--- src/rtl/md5cb_pkg.sv ---
// ----------------------------------------------------------------------------
// md5cb_pkg
// Shared types, constants and tables of the MD5 digest character unit.
// ----------------------------------------------------------------------------
package md5cb_pkg;

  typedef struct packed {
    logic [7:0] data_byte;
    logic       is_last;
  } in_item_t;

  typedef struct packed {
    logic [6:0] digest_char;
    logic       char_last;
  } out_item_t;

  // Request from the sequencer to the round engine, and its reply.
  typedef struct packed {
    logic start;
  } rnd_ctrl_t;

  typedef struct packed {
    logic       busy;
    logic       done;
    logic [3:0] word_sel;
  } rnd_stat_t;

  localparam int unsigned CharCount = 22;
  localparam logic [7:0]  PadByte   = 8'h80;

  localparam logic [31:0] InitA = 32'h67452301;
  localparam logic [31:0] InitB = 32'hefcdab89;
  localparam logic [31:0] InitC = 32'h98badcfe;
  localparam logic [31:0] InitD = 32'h10325476;

  function automatic logic [31:0] md5_k(input logic [5:0] r);
    logic [31:0] k;
    case (r)
      6'd0: k = 32'hd76aa478;  6'd1: k = 32'he8c7b756;  6'd2: k = 32'h242070db;
      6'd3: k = 32'hc1bdceee;  6'd4: k = 32'hf57c0faf;  6'd5: k = 32'h4787c62a;
      6'd6: k = 32'ha8304613;  6'd7: k = 32'hfd469501;  6'd8: k = 32'h698098d8;
      6'd9: k = 32'h8b44f7af;  6'd10: k = 32'hffff5bb1; 6'd11: k = 32'h895cd7be;
      6'd12: k = 32'h6b901122; 6'd13: k = 32'hfd987193; 6'd14: k = 32'ha679438e;
      6'd15: k = 32'h49b40821; 6'd16: k = 32'hf61e2562; 6'd17: k = 32'hc040b340;
      6'd18: k = 32'h265e5a51; 6'd19: k = 32'he9b6c7aa; 6'd20: k = 32'hd62f105d;
      6'd21: k = 32'h02441453; 6'd22: k = 32'hd8a1e681; 6'd23: k = 32'he7d3fbc8;
      6'd24: k = 32'h21e1cde6; 6'd25: k = 32'hc33707d6; 6'd26: k = 32'hf4d50d87;
      6'd27: k = 32'h455a14ed; 6'd28: k = 32'ha9e3e905; 6'd29: k = 32'hfcefa3f8;
      6'd30: k = 32'h676f02d9; 6'd31: k = 32'h8d2a4c8a; 6'd32: k = 32'hfffa3942;
      6'd33: k = 32'h8771f681; 6'd34: k = 32'h6d9d6122; 6'd35: k = 32'hfde5380c;
      6'd36: k = 32'ha4beea44; 6'd37: k = 32'h4bdecfa9; 6'd38: k = 32'hf6bb4b60;
      6'd39: k = 32'hbebfbc70; 6'd40: k = 32'h289b7ec6; 6'd41: k = 32'heaa127fa;
      6'd42: k = 32'hd4ef3085; 6'd43: k = 32'h04881d05; 6'd44: k = 32'hd9d4d039;
      6'd45: k = 32'he6db99e5; 6'd46: k = 32'h1fa27cf8; 6'd47: k = 32'hc4ac5665;
      6'd48: k = 32'hf4292244; 6'd49: k = 32'h432aff97; 6'd50: k = 32'hab9423a7;
      6'd51: k = 32'hfc93a039; 6'd52: k = 32'h655b59c3; 6'd53: k = 32'h8f0ccc92;
      6'd54: k = 32'hffeff47d; 6'd55: k = 32'h85845dd1; 6'd56: k = 32'h6fa87e4f;
      6'd57: k = 32'hfe2ce6e0; 6'd58: k = 32'ha3014314; 6'd59: k = 32'h4e0811a1;
      6'd60: k = 32'hf7537e82; 6'd61: k = 32'hbd3af235; 6'd62: k = 32'h2ad7d2bb;
      default: k = 32'heb86d391;
    endcase
    return k;
  endfunction

  function automatic logic [4:0] md5_rot(input logic [5:0] r);
    logic [4:0] s;
    case ({r[5:4], r[1:0]})
      4'd0: s = 5'd7;   4'd1: s = 5'd12;  4'd2: s = 5'd17;  4'd3: s = 5'd22;
      4'd4: s = 5'd5;   4'd5: s = 5'd9;   4'd6: s = 5'd14;  4'd7: s = 5'd20;
      4'd8: s = 5'd4;   4'd9: s = 5'd11;  4'd10: s = 5'd16; 4'd11: s = 5'd23;
      4'd12: s = 5'd6;  4'd13: s = 5'd10; 4'd14: s = 5'd15; default: s = 5'd21;
    endcase
    return s;
  endfunction

  // Message word index used by each round.
  function automatic logic [3:0] md5_g(input logic [5:0] r);
    logic [3:0] g;
    logic [7:0] t;
    t = 8'd0;
    case (r[5:4])
      2'd0: g = r[3:0];
      2'd1: begin t = 8'(5 * r + 1); g = t[3:0]; end
      2'd2: begin t = 8'(3 * r + 5); g = t[3:0]; end
      default: begin t = 8'(7 * r); g = t[3:0]; end
    endcase
    return g;
  endfunction

  // ASCII code of each of the 64 output symbols.
  function automatic logic [6:0] symbol(input logic [5:0] v);
    logic [6:0] c;
    case (v)
      6'd0: c = 7'h54;  6'd1: c = 7'h53;  6'd2: c = 7'h47;  6'd3: c = 7'h38;
      6'd4: c = 7'h49;  6'd5: c = 7'h6e;  6'd6: c = 7'h63;  6'd7: c = 7'h57;
      6'd8: c = 7'h33;  6'd9: c = 7'h48;  6'd10: c = 7'h46; 6'd11: c = 7'h4b;
      6'd12: c = 7'h6f; 6'd13: c = 7'h6b; 6'd14: c = 7'h4f; 6'd15: c = 7'h67;
      6'd16: c = 7'h37; 6'd17: c = 7'h39; 6'd18: c = 7'h71; 6'd19: c = 7'h7a;
      6'd20: c = 7'h65; 6'd21: c = 7'h43; 6'd22: c = 7'h6d; 6'd23: c = 7'h5a;
      6'd24: c = 7'h73; 6'd25: c = 7'h32; 6'd26: c = 7'h79; 6'd27: c = 7'h42;
      6'd28: c = 7'h59; 6'd29: c = 7'h45; 6'd30: c = 7'h51; 6'd31: c = 7'h56;
      6'd32: c = 7'h41; 6'd33: c = 7'h55; 6'd34: c = 7'h78; 6'd35: c = 7'h52;
      6'd36: c = 7'h35; 6'd37: c = 7'h72; 6'd38: c = 7'h62; 6'd39: c = 7'h77;
      6'd40: c = 7'h69; 6'd41: c = 7'h34; 6'd42: c = 7'h50; 6'd43: c = 7'h40;
      6'd44: c = 7'h6a; 6'd45: c = 7'h4d; 6'd46: c = 7'h44; 6'd47: c = 7'h4c;
      6'd48: c = 7'h74; 6'd49: c = 7'h70; 6'd50: c = 7'h76; 6'd51: c = 7'h61;
      6'd52: c = 7'h64; 6'd53: c = 7'h30; 6'd54: c = 7'h66; 6'd55: c = 7'h5f;
      6'd56: c = 7'h4a; 6'd57: c = 7'h31; 6'd58: c = 7'h68; 6'd59: c = 7'h6c;
      6'd60: c = 7'h4e; 6'd61: c = 7'h36; 6'd62: c = 7'h75; default: c = 7'h58;
    endcase
    return c;
  endfunction

endpackage

--- src/rtl/md5cb_round.sv ---
// ----------------------------------------------------------------------------
// md5cb_round
// Shared MD5 round unit: one round per cycle over a 64-round compression.
// ----------------------------------------------------------------------------
module md5cb_round (
  input  logic                 clk_i,
  input  logic                 rst_ni,
  input  md5cb_pkg::rnd_ctrl_t ctrl_i,
  input  logic [31:0]          msg_word_i,
  input  logic [127:0]         chain_i,
  output md5cb_pkg::rnd_stat_t stat_o,
  output logic [127:0]         sum_o
);

  logic        busy_q, busy_d;
  logic        done_q, done_d;
  logic [5:0]  r_q, r_d;
  logic [5:0]  r_nx;
  logic [31:0] a_q, b_q, c_q, d_q;
  logic [31:0] a_d, b_d, c_d, d_d;
  logic [31:0] f, t;
  logic [4:0]  s;
  logic [63:0] rot;

  always_comb begin
    case (r_q[5:4])
      2'd0: f = (b_q & c_q) | (~b_q & d_q);
      2'd1: f = (d_q & b_q) | (~d_q & c_q);
      2'd2: f = b_q ^ c_q ^ d_q;
      default: f = c_q ^ (b_q | ~d_q);
    endcase
    t   = f + a_q + md5cb_pkg::md5_k(r_q) + msg_word_i;
    s   = md5cb_pkg::md5_rot(r_q);
    rot = {t, t} << s;
    // The message word of the next round is fetched ahead, through the registered read.
    r_nx = busy_q ? 6'(r_q + 6'd1) : 6'd0;
    busy_d = busy_q;
    done_d = busy_q && (r_q == 6'd63);
    r_d = r_q;
    a_d = a_q; b_d = b_q; c_d = c_q; d_d = d_q;
    if (ctrl_i.start && !busy_q) begin
      busy_d = 1'b1;
      r_d = 6'd0;
      {a_d, b_d, c_d, d_d} = chain_i;
    end else if (busy_q) begin
      a_d = d_q;
      d_d = c_q;
      c_d = b_q;
      b_d = b_q + rot[63:32];
      r_d = r_q + 6'd1;
      if (r_q == 6'd63) busy_d = 1'b0;
    end
  end

  always_ff @(posedge clk_i or negedge rst_ni) begin
    if (!rst_ni) begin
      busy_q <= 1'b0;
      done_q <= 1'b0;
      r_q    <= 6'd0;
      a_q <= '0; b_q <= '0; c_q <= '0; d_q <= '0;
    end else begin
      busy_q <= busy_d;
      done_q <= done_d;
      r_q    <= r_d;
      a_q <= a_d; b_q <= b_d; c_q <= c_d; d_q <= d_d;
    end
  end

  // The sum is valid in the cycle after the last round, while done is high.
  assign stat_o.busy     = busy_q;
  assign stat_o.done     = done_q;
  assign stat_o.word_sel = md5cb_pkg::md5_g(r_nx);
  assign sum_o = {chain_i[127:96] + a_q, chain_i[95:64] + b_q,
                  chain_i[63:32] + c_q, chain_i[31:0] + d_q};

endmodule

--- src/rtl/md5_custom_base64_digest_unit.sv ---
// ----------------------------------------------------------------------------
// md5_custom_base64_digest_unit
// MD5 over a byte stream, digest emitted as 22 characters of a custom alphabet.
// ----------------------------------------------------------------------------
// A non-final byte is written into the block buffer; a byte that fills a block holds
// the input through the launch of the round unit, its rounds and the fold of the sum.
// A final byte at block position n is followed by pad bytes up to position 63 and a
// compression; when the length does not fit, a second padded block is compressed too.
// The 22 characters then leave at one per cycle as the sink takes them.
// Reset restores the MD5 initial chain values and a zero byte count.
// ----------------------------------------------------------------------------
module md5_custom_base64_digest_unit #(
  parameter int unsigned LENGTH_COUNTER_BITS = 64
) (
  input  logic                  clk_i,
  input  logic                  rst_ni,
  input  logic                  in_valid_i,
  output logic                  in_ready_o,
  input  md5cb_pkg::in_item_t   in_data_i,
  output logic                  out_valid_o,
  input  logic                  out_ready_i,
  output md5cb_pkg::out_item_t  out_data_o
);

  // Sequencer states.
  localparam logic [2:0] StIdle = 3'd0;
  localparam logic [2:0] StComp = 3'd1;  // compression of a block in progress
  localparam logic [2:0] StPad  = 3'd2;  // writing pad bytes, one a cycle
  localparam logic [2:0] StEmit = 3'd3;  // streaming digest characters
  localparam logic [2:0] StWait = 3'd4;  // launch cycle of the round unit

  localparam int unsigned CntW = LENGTH_COUNTER_BITS;

  logic [2:0]      st_q, st_d;
  logic [CntW-1:0] cnt_q, cnt_d;
  logic [127:0]    chain_q, chain_d;
  logic [5:0]      pos_q, pos_d;      // pad write position
  logic            final_q, final_d;  // the block being built carries the length
  logic            fin_msg_q, fin_msg_d;
  logic            mark_q, mark_d;    // the 0x80 marker is still to be written
  logic [4:0]      ch_q, ch_d;
  logic [127:0]    dig_q, dig_d;      // digest bytes in output order, MSB first

  // Block buffer: a memory of sixteen 32-bit words with byte writes.
  logic [31:0] mem_q [16];
  logic        wr_en;
  logic [5:0]  wr_addr;
  logic [7:0]  wr_byte;
  logic [31:0] rd_q;

  md5cb_pkg::rnd_ctrl_t rctl;
  md5cb_pkg::rnd_stat_t rnd_stat;
  logic [127:0]         sum;

  logic            in_fire, out_fire;
  logic [CntW-1:0] bits;
  logic [7:0]      len_byte;
  logic [127:0]    dig_bytes;

  assign in_fire  = in_valid_i && in_ready_o;
  assign out_fire = out_valid_o && out_ready_i;
  assign bits     = cnt_q << 3;

  // The round unit asks for the word of its next round, so the registered
  // read data lines up with the round that uses it.
  always_ff @(posedge clk_i) begin
    if (wr_en) begin
      mem_q[wr_addr[5:2]][8*wr_addr[1:0] +: 8] <= wr_byte;
    end
    rd_q <= mem_q[rnd_stat.word_sel];
  end

  md5cb_round u_round (
    .clk_i     (clk_i),
    .rst_ni    (rst_ni),
    .ctrl_i    (rctl),
    .msg_word_i(rd_q),
    .chain_i   (chain_q),
    .stat_o    (rnd_stat),
    .sum_o     (sum)
  );

  // Length byte for pad positions 56 to 63, least significant byte first.
  always_comb begin
    logic [63:0] bx;
    bx = 64'(bits);
    len_byte = bx[8*pos_q[2:0] +: 8];
  end

  // Each chain word goes out little-endian, word A first.
  always_comb begin
    for (int i = 0; i < 4; i++) begin
      for (int k = 0; k < 4; k++) begin
        dig_bytes[127 - 8*(4*i+k) -: 8] = sum[32*(3-i) + 8*k +: 8];
      end
    end
  end

  always_comb begin
    st_d = st_q; cnt_d = cnt_q; chain_d = chain_q; pos_d = pos_q;
    final_d = final_q; fin_msg_d = fin_msg_q; mark_d = mark_q;
    ch_d = ch_q; dig_d = dig_q;
    wr_en = 1'b0; wr_addr = pos_q; wr_byte = 8'h00;
    rctl.start = 1'b0;
    case (st_q)
      StIdle: begin
        if (in_fire) begin
          wr_en = 1'b1;
          wr_addr = cnt_q[5:0];
          wr_byte = in_data_i.data_byte;
          cnt_d = cnt_q + CntW'(1);
          fin_msg_d = in_data_i.is_last;
          mark_d = in_data_i.is_last;
          pos_d = cnt_q[5:0] + 6'd1;
          final_d = 1'b0;
          if (cnt_q[5:0] == 6'd63) begin
            // A full block is compressed first; for a final byte, padding then starts a new one.
            st_d = StWait;
          end else if (in_data_i.is_last) begin
            // The length fits when the marker lands at position 55 or below.
            st_d = StPad;
            final_d = (cnt_q[5:0] < 6'd55);
          end
        end
      end
      StPad: begin
        wr_en = 1'b1;
        if (mark_q) begin
          wr_byte = md5cb_pkg::PadByte;
        end else if (final_q && pos_q >= 6'd56) begin
          wr_byte = len_byte;
        end else begin
          wr_byte = 8'h00;
        end
        mark_d = 1'b0;
        pos_d = pos_q + 6'd1;
        if (pos_q == 6'd63) st_d = StWait;
      end
      StWait: begin
        rctl.start = 1'b1;
        st_d = StComp;
      end
      StComp: begin
        if (rnd_stat.done) begin
          if (final_q) begin
            // Digest complete: latch it and start the next message afresh.
            dig_d = dig_bytes;
            chain_d = {md5cb_pkg::InitA, md5cb_pkg::InitB, md5cb_pkg::InitC,
                       md5cb_pkg::InitD};
            cnt_d = '0;
            ch_d = 5'd0;
            st_d = StEmit;
          end else begin
            chain_d = sum;
            if (fin_msg_q) begin
              // One more block: from position 0, it always has room for the length.
              pos_d = 6'd0;
              final_d = 1'b1;
              st_d = StPad;
            end else begin
              st_d = StIdle;
            end
          end
        end
      end
      StEmit: begin
        if (out_fire) begin
          dig_d = dig_q << 6;
          ch_d = ch_q + 5'd1;
          if (ch_q == 5'(md5cb_pkg::CharCount - 1)) begin
            st_d = StIdle;
          end
        end
      end
      default: st_d = StIdle;
    endcase
  end

  always_ff @(posedge clk_i or negedge rst_ni) begin
    if (!rst_ni) begin
      st_q <= StIdle;
      cnt_q <= '0;
      chain_q <= {md5cb_pkg::InitA, md5cb_pkg::InitB, md5cb_pkg::InitC, md5cb_pkg::InitD};
      pos_q <= '0;
      final_q <= 1'b0;
      fin_msg_q <= 1'b0;
      mark_q <= 1'b0;
      ch_q <= '0;
      dig_q <= '0;
    end else begin
      st_q <= st_d;
      cnt_q <= cnt_d;
      chain_q <= chain_d;
      pos_q <= pos_d;
      final_q <= final_d;
      fin_msg_q <= fin_msg_d;
      mark_q <= mark_d;
      ch_q <= ch_d;
      dig_q <= dig_d;
    end
  end

  // The top six bits of the shifting digest form the current character; the
  // last one is the final two digest bits followed by zeros shifted in.
  assign in_ready_o  = (st_q == StIdle);
  assign out_valid_o = (st_q == StEmit);
  assign out_data_o.digest_char = md5cb_pkg::symbol(dig_q[127:122]);
  assign out_data_o.char_last = (ch_q == 5'(md5cb_pkg::CharCount - 1));

  // Assertions.
  a_no_in_busy: assert property (@(posedge clk_i) disable iff (!rst_ni)
    rnd_stat.busy |-> !in_ready_o) else $error("input accepted during compression");
  a_no_out_busy: assert property (@(posedge clk_i) disable iff (!rst_ni)
    rnd_stat.busy |-> !out_valid_o) else $error("output during compression");
  a_last_ends: assert property (@(posedge clk_i) disable iff (!rst_ni)
    (out_fire && out_data_o.char_last) |=> in_ready_o) else $error("emit did not end");

endmodule
--- config.mk ---
export PLATFORM = sky130hd
export DESIGN_NAME = md5_custom_base64_digest_unit
export DESIGN_NICKNAME = d
export VERILOG_FILES = /design/src/rtl/md5cb_pkg.sv /design/src/rtl/md5cb_round.sv /design/src/rtl/md5_custom_base64_digest_unit.sv
export SDC_FILE = /design/constraint.sdc
export NUM_CORES = 2
export LEC_CHECK = 0
export BUFFER_PORTS_ARGS = -buffer_cell sky130_fd_sc_hd__buf_2
export CAP_MARGIN = 25
export CORE_UTILIZATION = 40
export CTS_CLUSTER_SIZE = 16
export DETAILED_ROUTE_END_ITERATION = 8
export SLEW_MARGIN = 20
export SYNTH_ARGS = -nofsm -noshare
export SYNTH_HDL_FRONTEND = slang
export SYNTH_HIERARCHICAL = 1
export SYNTH_SLANG_ARGS = --single-unit
--- constraint.sdc ---
create_clock -name clk_i -period 8.49 [get_ports clk_i]
set_clock_uncertainty 0.15 [all_clocks]
set_input_delay 1.2735 -clock clk_i [delete_from_list [all_inputs] [get_ports clk_i]]
set_output_delay 1.2735 -clock clk_i [all_outputs]
set_load 0.01 [all_outputs]
# After elaboration in Yosys (flattened, before gate mapping)
# Memory sizes are Yosys's and may differ from the RTL's. A register that Yosys moved wholly into a read port is not among the register bits.
# Cells that the tools add are included.
# word_totals
regBits,473
ram_bits,512
romBits,2576
inputBits,13
out_inout_bits,10
n_memories,4
# memory_table
name,words,width,read_ports,rd_ports_with_merged_regs,wr,line_no,text
(no name shown),64,32,1,0,0,md5cb_pkg.sv:38,case (r)
mem_q,16,32,1,1,1,md5_custom_base64_digest_unit.sv:45,logic [31:0] mem_q [16];
(no name shown),64,7,1,0,0,md5cb_pkg.sv:93,case (v)
(no name shown),16,5,1,0,0,md5cb_pkg.sv:67,"case ({r[5:4], r[1:0]})"
# classes
addsub,16
mul,3
n_lt_le_gt_ge,2
n_eq_ne,21
n_shift,4
mux,64
bitwise_logic,12
n_reduce_logical,22
# ops
op,n
$mux 128,4
$mux 32,9
$add 32x32->32,8
$pmux 128 s2,1
$mux 64,3
$and 32x32->32,4
$pmux 64 s2,1
$or 32x32->32,3
$pmux 32 s3,1
$xor 32x32->32,3
$add 64x1->64 const B,1
$not 32->32,2
$shiftx 64x7->8,1
$shl 64x5->64,1
$mux 6,9
$neg 5->34,1
$shift 8x34->32 const A,1
$shiftx 8x34->32,1
$mux 8,3
$mux 3,7
$add 6x1->6 const B,3
$eq 6x6->1 const B,3
$pmux 6 s3,1
$pmux 8 s2,1
34 further kinds,72

# Longest topological paths before layout
# depth
depth_word,11
depth_mapped,41
mapped_depth_nobuf,38

# Hierarchy
# The synthesis kept the hierarchy.
# by_module_without_submodules
mod,instances,cells_each,area_each_um2
md5_custom_base64_digest_unit,1,2674,37048.0
md5cb_round,1,3264,24509.8

# Worst setup path after synthesis
# Ideal clock, no wire load.
# synth_path
path_type,register to register
startpoint,reg u_round.r_q[2]
endpoint,reg u_round.b_q[30]
arrival_time_ns,8.923
t_required_ns,8.220
setup_slack_ns,-0.703
stages_incl_launch_ff,38
path_buffers,6
period_less_slack_ns,9.193
cell_sequence,dfrtp_1 clkbuf_1 clkbuf_1 inv_1 clkbuf_1 buf_1 fa_1 mux4_2 o22ai_1 nor2_1 fa_1 inv_1 ha_1 buf_2 nand2_1 nor3_1 nand3_1 and3_1 [2 not listed] a21oi_1 xnor2_1 mux4_2 mux2_2 mux2i_1 o21ai_0 fa_1 a21o_1 a21oi_1 o21ai_0 nand4bb_1 a21oi_1 o21ai_1 a211oi_1 o41ai_1 a311oi_1 or4_1 and3_1
# synth_between
elab_chain_cells,7
# synth_rtl
element,line_no,text
"start, declared",md5cb_round.sv:17,"logic [5:0] r_q, r_d;"
"start signal, assigned",md5cb_round.sv:64,r_q <= r_d;
$mem_v2 64x32,--,
$add 32x32->32 (2 in series),md5cb_round.sv:32,t = f + a_q + md5cb_pkg::md5_k(r_q) + msg_word_i;
$shl 64x5->64,md5cb_round.sv:34,"rot = {t, t} << s;"
$add 32x32->32,md5cb_round.sv:49,b_d = b_q + rot[63:32];
$mux 32,md5cb_round.sv:45,end else if (busy_q) begin
$mux 32,md5cb_round.sv:41,if (ctrl_i.start && !busy_q) begin
"end signal, assigned",md5cb_round.sv:60,a_q <= '0; b_q <= '0; c_q <= '0; d_q <= '0;
"end signal, assigned",md5cb_round.sv:65,a_q <= a_d; b_q <= b_d; c_q <= c_d; d_q <= d_d;
"end, declared",md5cb_round.sv:19,"logic [31:0] a_q, b_q, c_q, d_q;"
# Every way passes these cells. The select of a mux whose other input is x is not followed.
# A chain may end at the register's enable or synchronous reset.

# Worst setup path in the final report
# layout_path
startpoint,reg u_round.r_q[5]
endpoint,reg u_round.b_q[31]
# layout_between
elab_chain_cells,9
# layout_rtl
element,line_no,text
$eq 2x2->1 (tied with other cells),md5cb_round.sv:26,case (r_q[5:4])
$pmux 32 s3,md5cb_round.sv:26,
$add 32x32->32 (3 in series),md5cb_round.sv:32,
$shl 64x5->64 *,md5cb_round.sv:34,
$add 32x32->32 *,md5cb_round.sv:49,
$mux 32 *,md5cb_round.sv:45,
$mux 32 *,md5cb_round.sv:41,
# Every way passes the cells marked *; elsewhere a longest branch is shown, timed or not. The select of a mux whose other input is x is not followed.

==> flow_metrics.py <==
metrics = {
    "critical_path": {
        "cp_max_fanout": 5,
        "worstPathArrival_ps": 9030,
        "setup.worst_path.class": "flip-flop to flip-flop",
        "critPathLaunchType": "flip-flop",
        "required_ps": 8990,
        "crit_path_top_delay_cell": "fa_1",
        "worst_path_largest_cell_delay_ps": 570,
        "endpoint_kind": "flip-flop",
    },
    "sta": {
        "relSlewSlack_pct": 24.8,
        "hold_ws_ps": 300,
        "tightest_slew_ps": 1100,
        "min_period_ps": 8530,
        "max_freq_mhz": 117,
        "finalWorstSetupSlack_ps": -40.1,
        "fin_crit_sh_pct": 100,
        "grt_setup_unrepaired": "yes",
        "finalSetupViolCount": 1,
        "finalHoldViolCount": 0,
        "timing_max_transition_violations_final": 0,
    },
    "cts": {
        "cts_made_buffers": 110,
        "deepest_clock_path_buffer_count": 3,
        "cts_tree": "built",
        "clk_pin_slew_ps": 60,
        "clk_latency_ps": 800,
        "cts-root-buf": "clkbuf_16",
        "clock_tree.htree_level_count": 3,
        "clock_sink_count": 1014,
    },
    "global_route": {
        "grt_pass1_vias": 47800,
        "grt_first_pass_wirelength_um": 307000,
        "global_route.overflow_total": 0,
        "grt.total_usage_pct": 25.9,
        "grt_max_degree": 183,
        "antenna_found_initial": 5,
    },
    "floorplanning": {
        "die_w_um": 394,
        "core-area_um2": 152000,
        "num_rows": 143,
        "chipHeight_um": 394,
        "number_of_i_o_pins": 23,
        "die-area_um2": 155000,
        "starting_density_pct": 40.4,
    },
    "job": {
        "max-cap-violations": 0,
    },
    "cells_and_area": {
        "final_nets": 6728,
        "finish.utilization_pct": 48.0,
        "drive_gt1_share_pct": 21.8,
        "area_growth_pct": 18.7,
        "multi_input_combinational_cell_area_um2": 32500,
        "layout.area.seq_um2": 27900,
        "fillCellCount": 13900,
    },
    "route": {
        "firstDrtPassIters": 9,
        "route.detailed.vias_per_inst": 5.74,
        "drt-total-wl_um": 205000,
        "vias": 49000,
        "postRouteAntennaNets": 0,
        "wire_length_per_cell_um": 24.1,
        "route.detailed.drc": 0,
        "first_iter_violations": 4443,
    },
    "place": {
        "gp_congestion": 0.983,
        "port-buffer-count": 22,
        "place.detailed.hpwl_um": 149000,
    },
    "logic_synthesis": {
        "syn-mean-instance-area_um2": 10.4,
        "synth_fp_nets": 6269,
        "synthCells": 5937,
        "post_synth_design_cell_area_um2": 61600,
        "ys_warn_count": 6,
    },
    "power_and_ir_drop": {
        "seqPwrFrac_pct": 50.6,
        "power_switching_share_pct": 21.8,
        "clkPwrFrac_pct": 48.6,
        "static-leakage-power_uw": 0.0272,
        "total_power_uw": 10100,
        "switchingPower_uw": 2220,
        "peakVddDrop_v": 0.000177,
        "pwrdens_nw_per_um2": 139,
        "power.share.combinational_pct": 0.8,
        "internal-power_uw": 7930,
    },
    "min_path": {
        "worstHoldPathType": "primary input to asynchronous set/reset pin",
    },
    "outcome": {
        "outcome": "complete, but fails checks",
        "violations": "negative setup slack",
    },
}
==> cell type report <==
type,count,share of cell area (%)
Inverter,224,1.15
Clock inverter,50,0.830
Sequential cell,1014,38.2
Timing Repair Buffer,696,7.61
Multi-Input combinational cell,4350,44.5
Tap cell,2030,3.48
Antenna cell,2,0.00685
Clock buffer,159,4.27
==> metrics by stage <==
stage,instances,area (um^2),TNS (ps),worst slack (ps)
global placement,8258,67800,-9340,-1030
detailed placement,8265,67900,-8070,-986
global route,8523,73100,-897,-221
floorplan,5937,61600,0,3.10
CTS,8495,72200,0,3.06
finish,8525,73100,-40.1,-40.1
==> state kept, by name (all words and copies together), names as in the netlist, 6 cells and up <==
name / count
dig_q: 128
u_round/b_q: 32
mem_q: 512
pos_q: 6
u_round/c_q: 32
rd_q: 32
u_round/a_q: 32
cnt_q: 61
u_round/r_q: 6
chain_q: 128
u_round/d_q: 32
==> per-layer routing <==
metal / GRT usage, % / share of wire [%]
met5: 0 / 0.0088
met4: 10.1 / 4.2
met3: 3.18 / 5.6
met1: 36.0 / 44
met2: 41.4 / 46
==> path summary, 6_finish.rpt <==
path / start / to / slack (ps) / cells after the start
max in group asynchronous: rst_ni / u_round/c_q[30] / 6440 / 2
min reg2reg: dig_q[117] / dig_q[117] / 330 / 2
min in group clk_i: dig_q[117] / dig_q[117] / 330 / 2
min: rst_ni / ch_q[0] / 300 / 1
max reg2reg: u_round/r_q[5] / u_round/b_q[31] / -40 / 36
max: u_round/r_q[5] / u_round/b_q[31] / -40 / 36
==> repair_timing <==
action                     CTS  global route
hold buffers                 0             0
pin swaps                   68            97
setup buffers               20            19
gates resized for setup    102           138
hold endpoints to repair     0             0
cloned                       1             0
setup endpoints to repair   20            11
==> worst max-delay path, delay by kind of cell, from the launching register on <==
family,cells,cell delay (ps)
compound gates,15,2910
xor+xnor,1,140
fa+ha+maj,4,1710
buf+inv,6,760
flops,1,510
mux,2,540
simple gates,8,1670
==> layout by cell type (no fill, tap or decap), types with 24 or more instances in the layout <==
master and instances:
mux4_2 190, edfxtp_1 512, and3_1 25, ha_1 223, a211oi_1 49, nand3_1 114
dfxtp_1 32, clkbuf_1 32, dfstp_2 64, o21a_1 24, and2_1 26, mux2i_1 306
buf_4 633, or2_2 41, o31ai_1 49, fa_1 66, dfrtp_1 400, nand2b_1 36
xor2_1 46, or3_1 28, a21o_1 64, or4_1 34, xnor2_1 173, o21ai_1 31
inv_1 213, nor3_1 84, a31oi_1 35, nor2_1 430, clkbuf_16 111, nor2b_1 35
nand4_1 29, o211ai_1 87, a21oi_1 301, nand2_1 749, mux2_2 30, o21ai_0 607
==> power groups by stage <==
| stage | clock (uW) | sequential (uW) | combinational (uW) |
|---|---|---|---|
| 2_1_floorplan | 0 | 5230 | 15.9 |
| 3_3_place_gp | 0 | 5230 | 80.3 |
| 3_5_place_dp | 0 | 5230 | 81.0 |
| 4_1_cts | 5020 | 5140 | 81.5 |
| 5_1_grt | 5200 | 5130 | 90.4 |
| 6_report | 4930 | 5140 | 79.0 |
Note: power is estimated with default switching activity, not from simulation.
